==> src/qpc_pkg.sv <==
// qpc_pkg: shared types and constants for the queen placement counter.
// No dependencies; used by the channel interfaces and the top level.
package qpc_pkg;

  localparam int FIELD_W = 5;
  localparam int COUNT_W = 32;
  localparam logic [COUNT_W-1:0] COUNT_MAX = '1;

  // Search sequencer states, one-hot
  typedef enum logic [4:0] {
    S_IDLE    = 5'b00001,
    S_STEP    = 5'b00010,
    S_POP     = 5'b00100,
    S_RESTORE = 5'b01000,
    S_DONE    = 5'b10000
  } qpc_state_t;

endpackage

==> src/qpc_if.sv <==
// qpc_if: valid/ready channel interfaces for board items and count results.
// Depends on qpc_pkg for field widths.
interface qpc_in_if;
  logic                         valid;
  logic                         ready;
  logic [qpc_pkg::FIELD_W-1:0]  board_rows;
  logic [qpc_pkg::FIELD_W-1:0]  board_cols;

  modport source (output valid, output board_rows, output board_cols, input ready);
  modport sink   (input valid, input board_rows, input board_cols, output ready);
endinterface

interface qpc_out_if;
  logic                         valid;
  logic                         ready;
  logic [qpc_pkg::COUNT_W-1:0]  placement_count;

  modport source (output valid, output placement_count, input ready);
  modport sink   (input valid, input placement_count, output ready);
endinterface

==> src/queen_placement_counter.sv <==
// queen_placement_counter: one item in, one placement count out, by backtracking.
// A rejected or zero-row board goes straight to the done state; else the search tries
// each candidate, backtracks through the pop and restore states, ends at an empty mask
// at row 0, then loads the output register once it is free. One item is searched at a time; the output
// register lets the next item enter while a count waits. Uses qpc_pkg and qpc_if.sv.
// Reset (rst_n, synchronous, active low) idles the sequencer and drops out valid.
module queen_placement_counter #(
  parameter int MAX_SIZE = 16
) (
  input  logic            clk,
  input  logic            rst_n,
  qpc_in_if.sink          in_ch,
  qpc_out_if.source       out_ch
);

  localparam int IDX_W   = (MAX_SIZE > 1) ? $clog2(MAX_SIZE) : 1;
  localparam int DIAG_N  = 2 * MAX_SIZE - 1;
  localparam int DIAG_IW = (MAX_SIZE > 1) ? $clog2(DIAG_N) : 1;
  localparam int MW1     = MAX_SIZE + 1;
  localparam int CW      = qpc_pkg::COUNT_W;
  localparam int FW      = qpc_pkg::FIELD_W;

  qpc_pkg::qpc_state_t state_r, state_nxt;

  logic [IDX_W-1:0]     d_r, d_nxt;
  logic [MAX_SIZE-1:0]  cand_r, cand_nxt;
  logic [MAX_SIZE-1:0]  full_r, full_nxt;
  logic [MAX_SIZE-1:0]  col_busy_r, col_busy_nxt;
  logic [DIAG_N-1:0]    sum_busy_r, sum_busy_nxt;
  logic [DIAG_N-1:0]    diff_busy_r, diff_busy_nxt;
  logic [CW-1:0]        count_r, count_nxt;
  logic [FW-1:0]        rows_r, rows_nxt;
  logic [FW-1:0]        cols_r, cols_nxt;
  logic                 out_valid_r, out_valid_nxt;
  logic [CW-1:0]        out_count_r, out_count_nxt;

  // Backtrack stack: untried candidates and chosen column per row
  logic [MAX_SIZE-1:0]  cand_mem [MAX_SIZE];
  logic [IDX_W-1:0]     chosen_mem [MAX_SIZE];
  logic [MAX_SIZE-1:0]  rd_cand_r;
  logic [IDX_W-1:0]     rd_chosen_r;
  logic                 mem_we;
  logic [MAX_SIZE-1:0]  cand_push;

  logic [IDX_W-1:0]     low_c;
  logic [IDX_W-1:0]     c_sel;
  logic [5:0]           sum_idx6;
  logic [5:0]           diff_idx6;
  logic [MAX_SIZE-1:0]  one_m;
  logic [DIAG_N-1:0]    one_d;
  logic [MAX_SIZE-1:0]  cb;
  logic [DIAG_N-1:0]    sb;
  logic [DIAG_N-1:0]    db;
  logic                 conflict;
  logic                 last_row;
  logic                 in_acc;
  logic                 bad_board;
  logic [MW1-1:0]       full_wide;

  assign one_m = MAX_SIZE'(1);
  assign one_d = DIAG_N'(1);

  // Lowest set bit of the current candidate mask
  always_comb begin
    low_c = '0;
    for (int i = MAX_SIZE - 1; i >= 0; i--) begin
      if (cand_r[i]) low_c = IDX_W'(i);
    end
  end

  // Shared placement unit: same row index d_r whether placing or lifting a queen
  assign c_sel     = (state_r == qpc_pkg::S_RESTORE) ? rd_chosen_r : low_c;
  assign sum_idx6  = 6'(d_r) + 6'(c_sel);
  assign diff_idx6 = 6'(d_r) + 6'(cols_r) - 6'd1 - 6'(c_sel);
  assign cb        = one_m << c_sel;
  assign sb        = one_d << DIAG_IW'(sum_idx6);
  assign db        = one_d << DIAG_IW'(diff_idx6);
  assign conflict  = (|(col_busy_r & cb)) | (|(sum_busy_r & sb)) | (|(diff_busy_r & db));
  assign last_row  = (5'(d_r) + 5'd1) == rows_r;
  assign cand_push = cand_r & ~cb;

  assign in_acc    = in_ch.valid && in_ch.ready;
  assign bad_board = (6'(in_ch.board_rows) > 6'(MAX_SIZE)) ||
                     (6'(in_ch.board_cols) > 6'(MAX_SIZE)) ||
                     (in_ch.board_rows > in_ch.board_cols);
  assign full_wide = (MW1'(1) << in_ch.board_cols) - MW1'(1);

  assign in_ch.ready            = (state_r == qpc_pkg::S_IDLE);
  assign out_ch.valid           = out_valid_r;
  assign out_ch.placement_count = out_count_r;

  always_comb begin
    state_nxt     = state_r;
    d_nxt         = d_r;
    cand_nxt      = cand_r;
    full_nxt      = full_r;
    col_busy_nxt  = col_busy_r;
    sum_busy_nxt  = sum_busy_r;
    diff_busy_nxt = diff_busy_r;
    count_nxt     = count_r;
    rows_nxt      = rows_r;
    cols_nxt      = cols_r;
    out_valid_nxt = out_valid_r;
    out_count_nxt = out_count_r;
    mem_we        = 1'b0;

    if (out_valid_r && out_ch.ready) out_valid_nxt = 1'b0;

    case (state_r)
      qpc_pkg::S_IDLE: begin
        if (in_acc) begin
          rows_nxt      = in_ch.board_rows;
          cols_nxt      = in_ch.board_cols;
          full_nxt      = MAX_SIZE'(full_wide);
          cand_nxt      = MAX_SIZE'(full_wide);
          d_nxt         = '0;
          col_busy_nxt  = '0;
          sum_busy_nxt  = '0;
          diff_busy_nxt = '0;
          count_nxt     = '0;
          if (bad_board) begin
            state_nxt = qpc_pkg::S_DONE;
          end else if (in_ch.board_rows == '0) begin
            count_nxt = CW'(1);
            state_nxt = qpc_pkg::S_DONE;
          end else begin
            state_nxt = qpc_pkg::S_STEP;
          end
        end
      end
      qpc_pkg::S_STEP: begin
        if (cand_r == '0) begin
          if (d_r == '0) begin
            state_nxt = qpc_pkg::S_DONE;
          end else begin
            d_nxt     = d_r - IDX_W'(1);
            state_nxt = qpc_pkg::S_POP;
          end
        end else begin
          cand_nxt = cand_push;
          if (!conflict) begin
            if (last_row) begin
              if (count_r != qpc_pkg::COUNT_MAX) count_nxt = count_r + CW'(1);
            end else begin
              mem_we        = 1'b1;
              col_busy_nxt  = col_busy_r | cb;
              sum_busy_nxt  = sum_busy_r | sb;
              diff_busy_nxt = diff_busy_r | db;
              d_nxt         = d_r + IDX_W'(1);
              cand_nxt      = full_r;
            end
          end
        end
      end
      qpc_pkg::S_POP: begin
        // stack read at the parent row is in flight
        state_nxt = qpc_pkg::S_RESTORE;
      end
      qpc_pkg::S_RESTORE: begin
        cand_nxt      = rd_cand_r;
        col_busy_nxt  = col_busy_r & ~cb;
        sum_busy_nxt  = sum_busy_r & ~sb;
        diff_busy_nxt = diff_busy_r & ~db;
        state_nxt     = qpc_pkg::S_STEP;
      end
      qpc_pkg::S_DONE: begin
        if (!out_valid_r || out_ch.ready) begin
          out_valid_nxt = 1'b1;
          out_count_nxt = count_r;
          state_nxt     = qpc_pkg::S_IDLE;
        end
      end
      default: begin
        state_nxt = qpc_pkg::S_IDLE;
      end
    endcase
  end

  always_ff @(posedge clk) begin
    if (!rst_n) begin
      state_r     <= qpc_pkg::S_IDLE;
      out_valid_r <= 1'b0;
    end else begin
      state_r     <= state_nxt;
      out_valid_r <= out_valid_nxt;
    end
  end

  always_ff @(posedge clk) begin
    d_r         <= d_nxt;
    cand_r      <= cand_nxt;
    full_r      <= full_nxt;
    col_busy_r  <= col_busy_nxt;
    sum_busy_r  <= sum_busy_nxt;
    diff_busy_r <= diff_busy_nxt;
    count_r     <= count_nxt;
    rows_r      <= rows_nxt;
    cols_r      <= cols_nxt;
    out_count_r <= out_count_nxt;
  end

  always_ff @(posedge clk) begin
    rd_cand_r   <= cand_mem[d_r];
    rd_chosen_r <= chosen_mem[d_r];
    if (mem_we) begin
      cand_mem[d_r]   <= cand_push;
      chosen_mem[d_r] <= low_c;
    end
  end

  a_state_onehot: assert property (@(posedge clk) disable iff (!rst_n)
    $onehot(state_r))
    else $error("sequencer state not one-hot");

  a_depth_below_rows: assert property (@(posedge clk) disable iff (!rst_n)
    (state_r == qpc_pkg::S_STEP) |-> (5'(d_r) < rows_r))
    else $error("search depth reached row count");

  a_clear_on_item: assert property (@(posedge clk) disable iff (!rst_n)
    in_acc |=> (col_busy_r == '0 && sum_busy_r == '0 && diff_busy_r == '0))
    else $error("busy masks not cleared at item start");

  a_count_monotonic: assert property (@(posedge clk) disable iff (!rst_n)
    (state_r == qpc_pkg::S_STEP && $past(state_r == qpc_pkg::S_STEP))
      |-> (count_r >= $past(count_r)))
    else $error("running count decreased during search");

endmodule

==> src/flat_wrapper.sv <==
// flat-port wrapper written by rule: the top's interface ports become plain ports
module queen_placement_counter_flat 
#(
  parameter int MAX_SIZE = 16
)
  (clk, rst_n, in_ch_valid, in_ch_board_rows, in_ch_board_cols, in_ch_ready, out_ch_valid, out_ch_placement_count, out_ch_ready);
  qpc_in_if in_ch_i ();
  qpc_out_if out_ch_i ();
  input  logic clk;
  input  logic rst_n;
  input wire logic [$bits(in_ch_i.valid)-1:0] in_ch_valid;
  input wire logic [$bits(in_ch_i.board_rows)-1:0] in_ch_board_rows;
  input wire logic [$bits(in_ch_i.board_cols)-1:0] in_ch_board_cols;
  output wire logic [$bits(in_ch_i.ready)-1:0] in_ch_ready;
  output wire logic [$bits(out_ch_i.valid)-1:0] out_ch_valid;
  output wire logic [$bits(out_ch_i.placement_count)-1:0] out_ch_placement_count;
  input wire logic [$bits(out_ch_i.ready)-1:0] out_ch_ready;
  assign in_ch_i.valid = in_ch_valid;
  assign in_ch_i.board_rows = in_ch_board_rows;
  assign in_ch_i.board_cols = in_ch_board_cols;
  assign in_ch_ready = in_ch_i.ready;
  assign out_ch_valid = out_ch_i.valid;
  assign out_ch_placement_count = out_ch_i.placement_count;
  assign out_ch_i.ready = out_ch_ready;
  queen_placement_counter #(.MAX_SIZE(MAX_SIZE)) u_core (.clk(clk), .rst_n(rst_n), .in_ch(in_ch_i), .out_ch(out_ch_i));
endmodule
==> config.mk <==
export PLATFORM = sky130hd
export DESIGN_NAME = queen_placement_counter_flat
export DESIGN_NICKNAME = d
export VERILOG_FILES = /design/src/qpc_pkg.sv /design/src/qpc_if.sv /design/src/queen_placement_counter.sv /design/src/flat_wrapper.sv
export SDC_FILE = /design/constraint.sdc
export NUM_CORES = 1
export LEC_CHECK = 0
export BUFFER_PORTS_ARGS = -buffer_cell sky130_fd_sc_hd__buf_2
export CAP_MARGIN = 20
export CORE_ASPECT_RATIO = 1.75
export CORE_MARGIN = 8
export CORE_UTILIZATION = 55
export CTS_CLUSTER_SIZE = 40
export DETAILED_ROUTE_END_ITERATION = 10
export PLACE_DENSITY = 0.71
export SLEW_MARGIN = 30
export SYNTH_ARGS = -nofsm -noshare
export SYNTH_HDL_FRONTEND = slang
export SYNTH_SLANG_ARGS = --single-unit
==> constraint.sdc <==
create_clock -name clk -period 20.5 [get_ports clk]
set_input_delay 6.15 -clock clk [delete_from_list [all_inputs] [get_ports clk]]
set_output_delay 6.15 -clock clk [all_outputs]
set_load 0.05 [all_outputs]
==> impl_results.md <==
* Outcome: complete, no violations
* Min Tclk post-route at 8202 ps
* DRC errors left at 0
* Core Area at 43090 sq um
* Clock Tree Root: clkbuf_16
* Vias post-DR at 14250
* Port Buffer Count at between 40 and 50
* Area Growth Syn to Fin at 11.02%
* CTS tree: built
* Largest family of logic cells by synthesized area: multiplexers
* Final worst setup slack at 12300 ps
* Fmax at around 120 MHz
* CTS resizes at 0
* FFs w/ async S/R, synth at 0%
* Placer Congestion at 0.9164
* Crit-path max FO at 13
* Share of the synthesized area in the top cell type at 64.17%
* Final Cycle Share at between 40% and 50%
* Simple-gate share of the synthesized area at roughly 9.0%
* NumNets Final at 1716
* Gr usage total at 21.06%
* DRT Wirelength at 53.96 mm
* Vias in the first global route at 14190
* Hold buffers post-CTS at 0
* Cell Chain, Critical Path: buf_2, inv_1, ha_1, nor2b_1, o21a_1, o21a_1, o21ai_0, nand2b_1, a222oi_1, a31o_2, a21oi_1, nor2b_1
* Adder-cell share of the synthesized area at 1.642%
* Dominant cell type by area after synthesis: edfxtp_1
* Compound-Gate Fraction of Synth Area at 9.074%
* Crit path buf inv count at 2
* Antenna violations before repair at 6
* DR WL met3 at 2.923 mm
* Layout cells sized above 1 at between 10% and 20%
* Top delay family on crit path: compound AO/OA/AOI/OAI gates
* Final setup viols at 0
* Fin Hold WS at 475.8 ps
* Final Hold Viols at 0
* Worst stage delay on the critical path at 710 ps
* Avg Vias per Cell at 6.250
* Max-cap viol count at 0
* Synth cell types at 79
* Clk pin slew, worst setup/hold paths at 60 ps
* Sequential share of the synthesized area at 66.36%
* Hold Path Class: register to register
* Slew headroom at a little under a third
* Register-to-register setup slack at 13340 ps
* Syn Std Cell Area at 23770 sq um
* Syn_area_per_cell at 14.58 sq um
* CP max-delay cell: a222oi_1
* Placed cell count at 2193
* Skew final at 18.71 ps
* Most used flip-flop cell after synthesis: edfxtp_1
* Largest net degree at the start of global routing at 79
* WL met1 at between 20 and 25 mm
* Die Footprint at 50390 sq um
* Iter 0 DRT Violations at 1290
* Final Instance Area at 26390 sq um
* Fin cells at 2280
* RSZ-0062 raised after global routing: no
* Worst EP arrival at 8700 ps
* Worst IR Drop VDD at 0.07451 mV
* GRT Residual Overflow at 0
* Worst Path Class, Setup: input pin to register
* Fillcell total at 3134
* FP Rows at between 100 and 150
* CP Launch Type: input pin
* Detailed Place HPWL at around 34 mm
* DRT antenna net count at 0
* Area of placed instances at 24710 sq um
* Pre-CTS setup slack at around 12000 ps
* Worst skew pair latency at about 580 ps
* Drt pass-1 iters at 5
* Cell Pwr Density at 123.1 nW/um^2
* Synth top area cells: edfxtp_1 (64%), mux4_2 (9.5%), a21oi_1 (2.9%)
* Post-CTS setup buffer count at 0
* Cells after Synth at approximately 1600
* Net count after synthesis at 1672
* First-pass GRT wire length at ~83 mm
* Actual slew at the worst max-slew pin at 1011 ps
* Worst EP required at 21000 ps
* Final TNS setup at 0 ps
* Max H-tree Level at 2
* Number of clock buffers inserted by TritonCTS at 46
* Top Metal Used: met5
* Leakage at 8.598 nW
* XOR/XNOR Fraction of Synth Area at 1.437%
* Mux contribution to synthesized area at roughly a tenth
* Synthesized flop and latch total at 534
* Max-slew violations at 0
* Wirelength per Cell at 23.67 um
* EDFF count, synth at just over 500
* CP endpoint kind: register
* Starting Density at 55.17%
* Met2 Routed Length at between 20 and 30 mm
* CTS Buffer Depth at 3
* CTS Sinks at approximately 530
* Synth warn at 0
* Chip width at 173.2 um
* Die height at 291.0 um
* # IOs at 48
metrics by stage:
| step | util, % | total power, mW |
|---|---|---|
| after global placement | 57.27 | 2.302 |
| final | 61.24 | 3.249 |
| after CTS | 61.16 | 3.253 |
| after detailed placement | 57.35 | 2.317 |
| after floorplan | - | 2.087 |
| after global routing | 61.23 | 3.375 |
metal layers:
layer / up-vias / GRT usage [%]
met5: - / 0
met4: 6 / 9.709
met3: 149 / 3.295
met2: 536 / 37.71
met1: 7131 / 24.51
li1: 6427 / -
Yosys cell counts, types with 18 or more instances:
| cell type | number |
|---|---|
| clkbuf_1 | 67 |
| o21a_1 | 24 |
| nor2b_1 | 20 |
| nor2_1 | 165 |
| a21oi_1 | 136 |
| xor2_1 | 25 |
| and4_1 | 18 |
| nand2_1 | 81 |
| and3_1 | 18 |
| edfxtp_1 | 508 |
| mux4_2 | 100 |
| dfxtp_1 | 26 |
| a22oi_1 | 20 |
| ha_1 | 20 |
| nand3_1 | 40 |
| nor3_1 | 21 |
| o211ai_1 | 25 |
| o21ai_0 | 58 |
| inv_1 | 51 |
registers in the layout, summed over array words and instances (netlist names), 31 cells and up:
name and flops:
u_core.cand_mem 256, u_core.chosen_mem 64, u_core.count_r 32, u_core.diff_busy_r 31, u_core.out_ch.placement_count 32, u_core.sum_busy_r 31
power by group:
part	leakage (nW)	total [mW]	switching (mW)	internal, mW
combinational	2.97	0.855	0.560	0.295
sequential	4.83	1.45	0.0810	1.37
clock	0.805	0.942	0.391	0.551
total	8.60	3.25	1.03	2.22
final timing paths:
path / from / end / cells past startpoint
worst max-delay path: in_ch_board_cols[1] / u_core.state_r[1] / 12
worst min-delay path: u_core.count_r[3] / u_core.out_ch.placement_count[3] / 0
worst max register to register: u_core.state_r[2] / u_core.sum_busy_r[3] / 21
worst min register to register: u_core.count_r[3] / u_core.out_ch.placement_count[3] / 0
cell usage in the layout, fill, tap and decap left out, drive strengths merged, types with 6 or more instances in the layout:
| cell | instances |
|---|---|
| inv | 55 |
| nor3 | 21 |
| or3 | 13 |
| and2 | 7 |
| xor2 | 25 |
| bufinv | 10 |
| fa | 7 |
| clkinv | 20 |
| nor2b | 20 |
| nand3 | 41 |
| clkbuf | 53 |
| or2 | 6 |
| dfxtp | 26 |
| nand4 | 14 |
| mux4 | 100 |
| mux2i | 9 |
| buf | 84 |
| nor4 | 8 |
| edfxtp | 508 |
| and4 | 18 |
| a31oi | 11 |
| nand2b | 8 |
| a21oi | 136 |
| and3 | 18 |
| o21a | 24 |
| xnor2 | 14 |
| nand2 | 81 |
| ha | 20 |
| o21ai | 61 |
| or4 | 6 |
| nor2 | 165 |
| a211oi | 6 |
| a22oi | 20 |
| o211ai | 33 |
final cells by class:
type                       count  area [sq um]  area share [%]
tap                          566         708.2           2.683
antenna                        3         7.507         0.02845
sequential                   534         15780           59.77
clock inverter                31         435.4           1.650
multi-input combinational    954          7535           28.55
inverter                      55         206.4          0.7822
clock buffer                  53          1207           4.575
timing repair buffer          84         516.7           1.958
kinds of logic after synthesis:
| group | after synthesis |
|---|---|
| simple gates | 436 |
| flops | 534 |
| buf+inv | 143 |
| fa+ha+maj | 27 |
| compound gates | 338 |
| mux | 114 |
| xor+xnor | 39 |
Note: power is estimated with default switching activity, not from simulation.
